==> src/jsu_pkg.sv <==
`default_nettype none
// ----------------------------------------------------------------------------
// jsu_pkg
// Shared types and codes of the JSON string unescape / UTF-8 core.
// ----------------------------------------------------------------------------
package jsu_pkg;

    localparam int JSU_QUEUE_DEPTH = 4;

    localparam logic [1:0] ST_BYTE  = 2'd0;
    localparam logic [1:0] ST_DONE  = 2'd1;
    localparam logic [1:0] ST_ERROR = 2'd2;

    localparam logic [2:0] ERR_NONE    = 3'd0;
    localparam logic [2:0] ERR_NOQUOTE = 3'd1;
    localparam logic [2:0] ERR_RAW     = 3'd2;
    localparam logic [2:0] ERR_ESC     = 3'd3;
    localparam logic [2:0] ERR_UNI     = 3'd4;
    localparam logic [2:0] ERR_UTF8    = 3'd5;

    // One decoded input byte: up to four result transactions.
    typedef struct packed {
        logic [3:0][7:0] bytes;
        logic [1:0]      last_idx;
        logic [1:0]      status;
        logic [2:0]      err;
    } t_cmd;

endpackage
`default_nettype wire

==> src/jsu_front.sv <==
`default_nettype none
// ----------------------------------------------------------------------------
// jsu_front
// Accepts one text byte per cycle unless stalled, runs the string/escape/UTF-8
// decoder and pushes one result command per byte that produces results.
// ----------------------------------------------------------------------------
module jsu_front (
    input  wire logic         i_clk,
    input  wire logic         i_rst_n,
    input  wire logic         i_valid,
    output logic              o_stall,
    input  wire logic [7:0]   i_in_byte,
    input  wire logic         i_full,
    output logic              o_push,
    output jsu_pkg::t_cmd     o_cmd
);
    import jsu_pkg::*;

    localparam logic [2:0] M_IDLE     = 3'd0;
    localparam logic [2:0] M_BODY     = 3'd1;
    localparam logic [2:0] M_ESC      = 3'd2;
    localparam logic [2:0] M_HEX1     = 3'd3;
    localparam logic [2:0] M_NEED_BSL = 3'd4;
    localparam logic [2:0] M_NEED_U   = 3'd5;
    localparam logic [2:0] M_HEX2     = 3'd6;

    localparam logic [2:0] R_ANY = 3'd0;
    localparam logic [2:0] R_A0  = 3'd1;
    localparam logic [2:0] R_9F  = 3'd2;
    localparam logic [2:0] R_90  = 3'd3;
    localparam logic [2:0] R_8F  = 3'd4;

    logic [2:0]  r_mode, n_mode;
    logic [15:0] r_acc, n_acc;
    logic [1:0]  r_cnt, n_cnt;
    logic [9:0]  r_hs, n_hs;
    logic [1:0]  r_pend, n_pend;
    logic [2:0]  r_rule, n_rule;

    logic        w_accept;
    logic        w_u_ok;
    logic [1:0]  w_u_pend;
    logic [2:0]  w_u_rule;
    logic        w_hex_ok;
    logic [3:0]  w_hex_val;
    logic [15:0] w_cu;
    logic        w_fail;
    logic [2:0]  w_code;
    logic        w_emit;
    logic [20:0] w_cp;
    logic        w_raw;
    logic        w_done;
    logic        w_has;
    t_cmd        w_cmd;

    function automatic t_cmd f_encode(input logic [20:0] cp);
        t_cmd c;
        c = '0;
        c.status = ST_BYTE;
        c.err    = ERR_NONE;
        if (cp <= 21'h00007F) begin
            c.bytes[0] = cp[7:0];
            c.last_idx = 2'd0;
        end else if (cp <= 21'h0007FF) begin
            c.bytes[0] = {3'b110, cp[10:6]};
            c.bytes[1] = {2'b10, cp[5:0]};
            c.last_idx = 2'd1;
        end else if (cp <= 21'h00FFFF) begin
            c.bytes[0] = {4'b1110, cp[15:12]};
            c.bytes[1] = {2'b10, cp[11:6]};
            c.bytes[2] = {2'b10, cp[5:0]};
            c.last_idx = 2'd2;
        end else begin
            c.bytes[0] = {5'b11110, cp[20:18]};
            c.bytes[1] = {2'b10, cp[17:12]};
            c.bytes[2] = {2'b10, cp[11:6]};
            c.bytes[3] = {2'b10, cp[5:0]};
            c.last_idx = 2'd3;
        end
        return c;
    endfunction

    assign o_stall  = i_full;
    assign w_accept = i_valid && !i_full;

    // strict UTF-8 tracker for raw body bytes
    always_comb begin
        w_u_ok   = 1'b0;
        w_u_pend = r_pend;
        w_u_rule = r_rule;
        if (r_pend != 2'd0) begin
            case (r_rule)
                R_A0:    w_u_ok = (i_in_byte >= 8'hA0) && (i_in_byte <= 8'hBF);
                R_9F:    w_u_ok = (i_in_byte >= 8'h80) && (i_in_byte <= 8'h9F);
                R_90:    w_u_ok = (i_in_byte >= 8'h90) && (i_in_byte <= 8'hBF);
                R_8F:    w_u_ok = (i_in_byte >= 8'h80) && (i_in_byte <= 8'h8F);
                default: w_u_ok = (i_in_byte >= 8'h80) && (i_in_byte <= 8'hBF);
            endcase
            w_u_pend = r_pend - 2'd1;
            w_u_rule = R_ANY;
        end else if (i_in_byte == 8'h00) begin
            w_u_ok = 1'b0;
        end else if (i_in_byte < 8'h80) begin
            w_u_ok = 1'b1;
        end else if (i_in_byte < 8'hC2 || i_in_byte > 8'hF4) begin
            w_u_ok = 1'b0;
        end else if (i_in_byte < 8'hE0) begin
            w_u_ok   = 1'b1;
            w_u_pend = 2'd1;
            w_u_rule = R_ANY;
        end else if (i_in_byte < 8'hF0) begin
            w_u_ok   = 1'b1;
            w_u_pend = 2'd2;
            w_u_rule = (i_in_byte == 8'hE0) ? R_A0 :
                       (i_in_byte == 8'hED) ? R_9F : R_ANY;
        end else begin
            w_u_ok   = 1'b1;
            w_u_pend = 2'd3;
            w_u_rule = (i_in_byte == 8'hF0) ? R_90 :
                       (i_in_byte == 8'hF4) ? R_8F : R_ANY;
        end
    end

    always_comb begin
        w_hex_ok  = 1'b1;
        w_hex_val = 4'd0;
        if (i_in_byte >= "0" && i_in_byte <= "9") begin
            w_hex_val = 4'(i_in_byte - "0");
        end else if (i_in_byte >= "a" && i_in_byte <= "f") begin
            w_hex_val = 4'(i_in_byte - "a" + 8'd10);
        end else if (i_in_byte >= "A" && i_in_byte <= "F") begin
            w_hex_val = 4'(i_in_byte - "A" + 8'd10);
        end else begin
            w_hex_ok = 1'b0;
        end
    end

    assign w_cu = {r_acc[11:0], w_hex_val};

    always_comb begin
        n_mode = r_mode;
        n_acc  = r_acc;
        n_cnt  = r_cnt;
        n_hs   = r_hs;
        n_pend = r_pend;
        n_rule = r_rule;
        w_fail = 1'b0;
        w_code = ERR_NONE;
        w_emit = 1'b0;
        w_cp   = '0;
        w_raw  = 1'b0;
        w_done = 1'b0;
        w_has  = 1'b0;
        w_cmd  = '0;

        case (r_mode)
            M_BODY: begin
                if (i_in_byte == 8'h00 || i_in_byte == 8'h09 || i_in_byte == 8'h0A) begin
                    w_fail = 1'b1;
                    w_code = ERR_RAW;
                end else if (i_in_byte == "\"") begin
                    if (r_pend != 2'd0) begin
                        w_fail = 1'b1;
                        w_code = ERR_UTF8;
                    end else begin
                        w_done = 1'b1;
                    end
                end else if (i_in_byte == "\\") begin
                    n_mode = M_ESC;
                end else if (!w_u_ok) begin
                    w_fail = 1'b1;
                    w_code = ERR_UTF8;
                end else begin
                    w_raw  = 1'b1;
                    n_pend = w_u_pend;
                    n_rule = w_u_rule;
                end
            end
            M_ESC: begin
                case (i_in_byte)
                    "\"", "\\", "/": begin
                        w_emit = 1'b1;
                        w_cp   = {13'd0, i_in_byte};
                    end
                    "b": begin
                        w_emit = 1'b1;
                        w_cp   = 21'h08;
                    end
                    "f": begin
                        w_emit = 1'b1;
                        w_cp   = 21'h0C;
                    end
                    "n": begin
                        w_emit = 1'b1;
                        w_cp   = 21'h0A;
                    end
                    "r": begin
                        w_emit = 1'b1;
                        w_cp   = 21'h0D;
                    end
                    "t": begin
                        w_emit = 1'b1;
                        w_cp   = 21'h09;
                    end
                    "u": begin
                        n_mode = M_HEX1;
                        n_acc  = '0;
                        n_cnt  = '0;
                    end
                    default: begin
                        w_fail = 1'b1;
                        w_code = ERR_ESC;
                    end
                endcase
            end
            M_HEX1, M_HEX2: begin
                if (!w_hex_ok) begin
                    w_fail = 1'b1;
                    w_code = ERR_UNI;
                end else if (r_cnt != 2'd3) begin
                    n_acc = w_cu;
                    n_cnt = r_cnt + 2'd1;
                end else begin
                    n_acc = '0;
                    n_cnt = '0;
                    if (r_mode == M_HEX1) begin
                        if (w_cu >= 16'hD800 && w_cu <= 16'hDBFF) begin
                            n_hs   = w_cu[9:0];
                            n_mode = M_NEED_BSL;
                        end else if (w_cu >= 16'hDC00 && w_cu <= 16'hDFFF) begin
                            w_fail = 1'b1;
                            w_code = ERR_UNI;
                        end else begin
                            w_emit = 1'b1;
                            w_cp   = {5'd0, w_cu};
                        end
                    end else begin
                        if (w_cu < 16'hDC00 || w_cu > 16'hDFFF) begin
                            w_fail = 1'b1;
                            w_code = ERR_UNI;
                        end else begin
                            w_emit = 1'b1;
                            w_cp   = 21'h10000 + {1'b0, r_hs, w_cu[9:0]};
                            n_hs   = '0;
                        end
                    end
                end
            end
            M_NEED_BSL: begin
                if (i_in_byte != "\\") begin
                    w_fail = 1'b1;
                    w_code = ERR_UNI;
                end else begin
                    n_mode = M_NEED_U;
                end
            end
            M_NEED_U: begin
                if (i_in_byte != "u") begin
                    w_fail = 1'b1;
                    w_code = ERR_UNI;
                end else begin
                    n_mode = M_HEX2;
                    n_acc  = '0;
                    n_cnt  = '0;
                end
            end
            default: begin
                if (i_in_byte == "\"") begin
                    n_mode = M_BODY;
                    n_acc  = '0;
                    n_cnt  = '0;
                    n_hs   = '0;
                    n_pend = '0;
                    n_rule = R_ANY;
                end else begin
                    w_fail = 1'b1;
                    w_code = ERR_NOQUOTE;
                end
            end
        endcase

        // escape output is refused inside an open sequence and for NUL
        if (w_emit && (r_pend != 2'd0 || w_cp == 21'd0)) begin
            w_emit = 1'b0;
            w_fail = 1'b1;
            w_code = ERR_UTF8;
        end

        if (w_fail || w_done) begin
            n_mode       = w_done ? M_IDLE : M_IDLE;
            n_acc        = '0;
            n_cnt        = '0;
            n_hs         = '0;
            n_pend       = '0;
            n_rule       = R_ANY;
            w_has        = 1'b1;
            w_cmd.status = w_fail ? ST_ERROR : ST_DONE;
            w_cmd.err    = w_fail ? w_code : ERR_NONE;
        end else if (w_emit) begin
            n_mode = M_BODY;
            w_has  = 1'b1;
            w_cmd  = f_encode(w_cp);
        end else if (w_raw) begin
            w_has          = 1'b1;
            w_cmd.bytes[0] = i_in_byte;
            w_cmd.status   = ST_BYTE;
        end
    end

    assign o_push = w_accept && w_has;
    assign o_cmd  = w_cmd;

    always_ff @(posedge i_clk) begin
        if (!i_rst_n) begin
            r_mode <= M_IDLE;
            r_acc  <= '0;
            r_cnt  <= '0;
            r_hs   <= '0;
            r_pend <= '0;
            r_rule <= R_ANY;
        end else if (w_accept) begin
            r_mode <= n_mode;
            r_acc  <= n_acc;
            r_cnt  <= n_cnt;
            r_hs   <= n_hs;
            r_pend <= n_pend;
            r_rule <= n_rule;
        end
    end

endmodule
`default_nettype wire

==> src/jsu_queue.sv <==
`default_nettype none
// ----------------------------------------------------------------------------
// jsu_queue
// Small command queue between the decoder front end and the output stage.
// ----------------------------------------------------------------------------
module jsu_queue #(
    parameter int DEPTH = jsu_pkg::JSU_QUEUE_DEPTH
) (
    input  wire logic           i_clk,
    input  wire logic           i_rst_n,
    input  wire logic           i_push,
    input  wire jsu_pkg::t_cmd  i_cmd,
    input  wire logic           i_pop,
    output jsu_pkg::t_cmd       o_cmd,
    output logic                o_full,
    output logic                o_empty
);
    import jsu_pkg::*;

    localparam int AW = (DEPTH > 1) ? $clog2(DEPTH) : 1;
    localparam int CW = $clog2(DEPTH + 1);

    t_cmd          r_mem [DEPTH];
    logic [AW-1:0] r_wr, n_wr;
    logic [AW-1:0] r_rd, n_rd;
    logic [CW-1:0] r_count;

    assign n_wr    = (r_wr == AW'(DEPTH - 1)) ? '0 : r_wr + 1'b1;
    assign n_rd    = (r_rd == AW'(DEPTH - 1)) ? '0 : r_rd + 1'b1;
    assign o_full  = (r_count == CW'(DEPTH));
    assign o_empty = (r_count == '0);
    assign o_cmd   = r_mem[r_rd];

    always_ff @(posedge i_clk) begin
        if (i_push) begin
            r_mem[r_wr] <= i_cmd;
        end
    end

    always_ff @(posedge i_clk) begin
        if (!i_rst_n) begin
            r_wr    <= '0;
            r_rd    <= '0;
            r_count <= '0;
        end else begin
            if (i_push) begin
                r_wr <= n_wr;
            end
            if (i_pop) begin
                r_rd <= n_rd;
            end
            if (i_push && !i_pop) begin
                r_count <= r_count + 1'b1;
            end else if (!i_push && i_pop) begin
                r_count <= r_count - 1'b1;
            end
        end
    end

endmodule
`default_nettype wire

==> src/jsu_back.sv <==
`default_nettype none
// ----------------------------------------------------------------------------
// jsu_back
// Output stage: expands each queued command into its result transactions,
// one per cycle unless the output is stalled, through a registered output.
// ----------------------------------------------------------------------------
module jsu_back (
    input  wire logic           i_clk,
    input  wire logic           i_rst_n,
    input  wire jsu_pkg::t_cmd  i_cmd,
    input  wire logic           i_empty,
    output logic                o_pop,
    output logic                o_valid,
    input  wire logic           i_stall,
    output logic [7:0]          o_out_byte,
    output logic                o_run_last,
    output logic [1:0]          o_status,
    output logic [2:0]          o_error_code
);
    import jsu_pkg::*;

    t_cmd       r_cmd;
    logic [1:0] r_idx;
    logic       r_have;
    logic       r_valid;
    logic [7:0] r_byte;
    logic       r_last;
    logic [1:0] r_status;
    logic [2:0] r_err;
    logic       w_adv;
    logic       w_last_cur;
    logic       w_last_new;

    assign w_adv      = !r_valid || !i_stall;
    assign w_last_cur = (r_idx == r_cmd.last_idx);
    assign w_last_new = (i_cmd.last_idx == 2'd0);
    assign o_pop      = w_adv && !r_have && !i_empty;

    always_ff @(posedge i_clk) begin
        if (!i_rst_n) begin
            r_valid <= 1'b0;
            r_have  <= 1'b0;
            r_idx   <= '0;
        end else if (w_adv) begin
            if (r_have) begin
                r_valid <= 1'b1;
                r_have  <= !w_last_cur;
                r_idx   <= r_idx + 2'd1;
            end else if (!i_empty) begin
                r_valid <= 1'b1;
                r_have  <= !w_last_new;
                r_idx   <= 2'd1;
            end else begin
                r_valid <= 1'b0;
            end
        end
    end

    always_ff @(posedge i_clk) begin
        if (w_adv) begin
            if (r_have) begin
                r_byte   <= r_cmd.bytes[r_idx];
                r_last   <= w_last_cur;
                r_status <= r_cmd.status;
                r_err    <= r_cmd.err;
            end else if (!i_empty) begin
                r_cmd    <= i_cmd;
                r_byte   <= i_cmd.bytes[0];
                r_last   <= w_last_new;
                r_status <= i_cmd.status;
                r_err    <= i_cmd.err;
            end
        end
    end

    assign o_valid      = r_valid;
    assign o_out_byte   = r_byte;
    assign o_run_last   = r_last;
    assign o_status     = r_status;
    assign o_error_code = r_err;

endmodule
`default_nettype wire

==> src/json_string_unescape_utf8_core.sv <==
`default_nettype none
// ----------------------------------------------------------------------------
// json_string_unescape_utf8_core
// Streaming JSON string decoder with escape, surrogate and UTF-8 checking.
// ----------------------------------------------------------------------------
// One text byte is accepted per cycle while the input is not stalled. The front
// end decodes it in that cycle and, when it causes any results, queues one
// command holding its 1 to 4 result transactions; the output stage sends those
// one per cycle while the output is not stalled. Input stalls only when the
// command queue (QUEUE_DEPTH entries) is full. A result is registered in the
// queue and then in the output stage before it appears.
// ----------------------------------------------------------------------------
module json_string_unescape_utf8_core #(
    parameter int QUEUE_DEPTH = jsu_pkg::JSU_QUEUE_DEPTH
) (
    input  wire logic       i_clk,
    input  wire logic       i_rst_n,
    input  wire logic       i_valid,
    output logic            o_stall,
    input  wire logic [7:0] i_in_byte,
    output logic            o_valid,
    input  wire logic       i_stall,
    output logic [7:0]      o_out_byte,
    output logic            o_run_last,
    output logic [1:0]      o_status,
    output logic [2:0]      o_error_code
);
    import jsu_pkg::*;

    logic w_push;
    logic w_pop;
    logic w_full;
    logic w_empty;
    t_cmd w_cmd_in;
    t_cmd w_cmd_out;

    jsu_front u_front (
        .i_clk     (i_clk),
        .i_rst_n   (i_rst_n),
        .i_valid   (i_valid),
        .o_stall   (o_stall),
        .i_in_byte (i_in_byte),
        .i_full    (w_full),
        .o_push    (w_push),
        .o_cmd     (w_cmd_in)
    );

    jsu_queue #(
        .DEPTH (QUEUE_DEPTH)
    ) u_queue (
        .i_clk   (i_clk),
        .i_rst_n (i_rst_n),
        .i_push  (w_push),
        .i_cmd   (w_cmd_in),
        .i_pop   (w_pop),
        .o_cmd   (w_cmd_out),
        .o_full  (w_full),
        .o_empty (w_empty)
    );

    jsu_back u_back (
        .i_clk        (i_clk),
        .i_rst_n      (i_rst_n),
        .i_cmd        (w_cmd_out),
        .i_empty      (w_empty),
        .o_pop        (w_pop),
        .o_valid      (o_valid),
        .i_stall      (i_stall),
        .o_out_byte   (o_out_byte),
        .o_run_last   (o_run_last),
        .o_status     (o_status),
        .o_error_code (o_error_code)
    );

endmodule
`default_nettype wire
==> config.mk <==
export PLATFORM = sky130hd
export DESIGN_NAME = json_string_unescape_utf8_core
export DESIGN_NICKNAME = d
export VERILOG_FILES = /design/src/jsu_pkg.sv /design/src/jsu_front.sv /design/src/jsu_queue.sv /design/src/jsu_back.sv /design/src/json_string_unescape_utf8_core.sv
export SDC_FILE = /design/constraint.sdc
export NUM_CORES = 1
export LEC_CHECK = 0
export ABC_AREA = 1
export BUFFER_PORTS_ARGS = -buffer_cell sky130_fd_sc_hd__buf_4
export CAP_MARGIN = 20
export CORE_ASPECT_RATIO = 0.75
export CORE_MARGIN = 4
export CORE_UTILIZATION = 50
export DETAILED_ROUTE_END_ITERATION = 8
export GPL_ROUTABILITY_DRIVEN = 0
export GPL_TIMING_DRIVEN = 0
export PLACE_DENSITY_LB_ADDON = 0.1
export SYNTH_ARGS = -nofsm -noshare
export SYNTH_HDL_FRONTEND = slang
export SYNTH_HIERARCHICAL = 1
export SYNTH_SLANG_ARGS = --single-unit
==> constraint.sdc <==
create_clock -name i_clk -period 4.6 [get_ports i_clk]
set_input_delay 0.69 -clock i_clk [delete_from_list [all_inputs] [get_ports i_clk]]
set_output_delay 0.69 -clock i_clk [all_outputs]
set_load 0.05 [all_outputs]
==> flow_summary.json <==
{
  "num_io_pins": 28,
  "synth_top_family_by_area": "simple AND/OR/NAND/NOR gates",
  "worst_slack_ns": 0.6011,
  "drive_above_1_share": 0.1255,
  "hpwlAfterDp_um": 23220,
  "synth_mux_area_frac": 0.001716,
  "syn_area_per_cell_um2": 9.378,
  "p_int_w": 0.005687,
  "required_ns": 4.87,
  "power.density_mw_per_mm2": 664.0,
  "antenna_found_initial": 0,
  "globalRouteTotalUtil": 0.2363,
  "core_area_mm2": 0.02416,
  "worst_slew_pin_slew_ns": 1.016,
  "num_vias": 9694,
  "synth_area_leaders": "edfxtp_1 (51%), dfxtp_1 (7.3%), nand2_1 (6.9%)",
  "synth.distinct_cells": 53,
  "synth_compound_area_frac": 0.1119,
  "num_antenna_cells": 0,
  "rsz0062_at_grt": "no",
  "synth.top_cell.area_share": 0.5062,
  "fin_skew_ns": 0.02520,
  "syn-cell-area_mm2": 0.01240,
  "synth-edff-count": 209,
  "startpoint": "i_in_byte[1]",
  "fmaxAchievable_mhz": 250.1,
  "hold_viol": 0,
  "portBuffers": 24,
  "ys_seq_area_frac": 0.5789,
  "antenna_left": 0,
  "rows": 49,
  "cts_buffer_depth": 3,
  "start_util": 0.5133,
  "rr_worst_depth": 17,
  "r2r_setup_slack_ns": 0.84,
  "drv_slew": 0,
  "gr-total-overflow": 0,
  "min-delay-path-class": "primary input to flip-flop",
  "place_ws_ns": 0.1458,
  "cts.sinks": 254,
  "worstPathArrival_ns": 4.27,
  "r2r_start": "u_front/r_mode[2]$_SDFFE_PN0P_",
  "htreeDepth": 1,
  "synth-simple-area-share": 0.2177,
  "synth_common_cells": "nand2_1 (229), nor2_1 (229), edfxtp_1 (209), o21ai_0 (119), inv_1 (113)",
  "fillCellCount": 2172,
  "end_kind": "flip-flop",
  "path_clk_slew_ns": 0.06,
  "grt_pass1_vias": 8867,
  "cts_setup_buffers": 0,
  "cts_buffers": 27,
  "crit_path_max_fanout": 10,
  "firstDrtPassIters": 5,
  "insertion_delay_ns": 0.54,
  "fin_crit_ns": 3.999,
  "multi_input_area_mm2": 0.004328,
  "slew_headroom": 0.3199,
  "setup_viol": 0,
  "drtIter0Drc": 1022,
  "area_growth_syn_to_layout_pct": 12.56,
  "worstReg2RegEnd": "u_queue/r_count[1]$_SDFFE_PN0P_",
  "p_leak_nw": 5.251,
  "critPathLaunchType": "primary input",
  "die_h_um": 144.4,
  "viasPerCell": 5.594,
  "ys.flop_type": "edfxtp_1",
  "p_clk_frac": 0.229,
  "die_area_mm2": 0.02741,
  "seqPwrFrac": 0.397,
  "cts_resized": 0,
  "worstSetupPathType": "primary input to flip-flop",
  "drv_cap": 0,
  "syn_inst": 1322,
  "final_area_mm2": 0.01396,
  "synth-xor-area-share": 0.002119,
  "switching_share": 0.3864,
  "regArea_mm2": 0.007177,
  "drc": 0,
  "status": "finished, final reports clean",
  "yosys.area.top_type": "edfxtp_1",
  "placed_area_mm2": 0.01309,
  "synth-adder-area-share": 0.01473,
  "grt_start_max_net_pins": 40,
  "synth_warnings": 6,
  "finalPower_w": 0.009267,
  "finalCritPeriodShare": 0.8693,
  "routed_wl_um": 32450,
  "cts_tree": "yes",
  "grt_pass1_wl_um": 50430,
  "power_frac_comb": 0.373,
  "die_x_um": 189.8,
  "cts_root_buf": "clkbuf_16",
  "synth_seq_cells": 254,
  "nets": 1408,
  "async_reset_ff_frac": 0,
  "power.net_switching_w": 0.003581,
  "ir_drop_mv": 0.3974,
  "endpoint": "u_queue/r_mem[2][35]$_DFFE_PP_",
  "hold_buffers": 0,
  "routedWlPerCell_um": 18.73
}
state kept, by name (all words and copies together), names as in the netlist, 2 cells and up, named ones only:
register	flops
u_queue/r_mem	156
u_back/r_cmd	39
u_front/r_acc	12
u_front/r_hs	10
u_back/o_out_byte	8
u_back/o_error_code	3
u_front/r_mode	3
u_front/r_rule	3
u_queue/r_count	3
u_back/o_status	2
u_back/r_idx	2
u_front/r_cnt	2
u_front/r_pend	2
u_queue/r_rd	2
u_queue/r_wr	2
logic make-up (layout without fill, tap and decap cells):
group	after synthesis	after routing
AOI/OAI and AO/OA	248	248
xor gates and xnor gates	3	3
adders and majority gates	14	14
buffers and inverters	191	269
DFF	254	254
muxes	2	2
other	1	3
and+or+nand+nor	609	609
through the flow:
step | util | TNS, ns | hold WS [ns] | instances
finish | 0.5777 | 0 | 0.4577 | 1733
global route | 0.5777 | 0 | 0.4595 | 1733
CTS | 0.5777 | 0 | 0.4468 | 1733
detailed placement | 0.5418 | 0 | 0.4589 | 1684
global placement | 0.5382 | -72.95 | 0.4501 | 1679
floorplan | - | 0 | 0.4390 | 1324
area by class of cell:
| type | count | share of cell area |
|---|---|---|
| buffer | 63 | 0.02994 |
| tap | 331 | 0.02968 |
| multi-input combinational | 879 | 0.3101 |
| sequential | 254 | 0.5143 |
| clock inverter | 19 | 0.01300 |
| timing repair buffer | 29 | 0.01919 |
| clock buffer | 30 | 0.04922 |
| inverter | 128 | 0.03461 |
power groups by stage:
stage	Combinational [W]	Clock, W	Sequential [W]
floorplan	0.00211	0	0.00391
global placement	0.00332	0	0.00374
detailed placement	0.00341	0	0.00373
CTS	0.00343	0.00217	0.00368
global route	0.00380	0.00228	0.00375
finish	0.00346	0.00212	0.00368
worst min-delay path by stage:
stage	startpoint	to	slack [ns]	cells after the start
global route	i_rst_n	u_queue/r_count[2]$_SDFFE_PN0P_	0.46	3
detailed placement	u_front/r_acc[3]$_SDFFE_PN0P_	u_front/r_acc[3]$_SDFFE_PN0P_	0.46	2
global placement	u_front/r_acc[3]$_SDFFE_PN0P_	u_front/r_acc[3]$_SDFFE_PN0P_	0.45	2
CTS	i_rst_n	u_queue/r_count[2]$_SDFFE_PN0P_	0.45	3
finish	i_rst_n	u_queue/r_count[2]$_SDFFE_PN0P_	0.46	3
floorplan	u_front/r_acc[3]$_SDFFE_PN0P_	u_front/r_acc[3]$_SDFFE_PN0P_	0.44	2
cells in the final DEF (no fill, tap or decap), types with 25 or more instances in the layout:
| cell | count |
|---|---|
| nor2_1 | 229 |
| nor3_1 | 25 |
| clkbuf_16 | 27 |
| nand2_1 | 229 |
| nand3_1 | 43 |
| o21ai_0 | 119 |
| a21oi_1 | 46 |
| buf_4 | 41 |
| o22ai_1 | 47 |
| edfxtp_1 | 209 |
| inv_1 | 108 |
| dfxtp_1 | 45 |
| nand4_1 | 38 |
critical path: stages:
cell	delay, ns
buf_4	0.14
inv_1	0.16
ha_1	0.27
nor2_1	0.06
nand2_1	0.09
nand3_2	0.16
nand2_2	0.16
buf_4	0.20
nand4_1	0.17
nor2_1	0.23
nor2_1	0.06
nand2_1	0.07
nor2_1	0.06
nand3_2	0.11
nand2_4	0.11
nand2_4	0.14
nand2_4	0.11
nor2_8	0.19
nand2_2	0.11
nor2_4	0.29
nand2_2	0.22
a21oi_1	0.42
layer usage:
metal	routed length (µm)	vias to the layer above	global-route usage
met4	670	0	0.05137
met2	13640	368	0.3532
met3	2566	46	0.03692
li1	-	4671	-
met5	0	-	0
met1	15570	4609	0.3664
No activity file was read; power rests on OpenSTA's default activity.
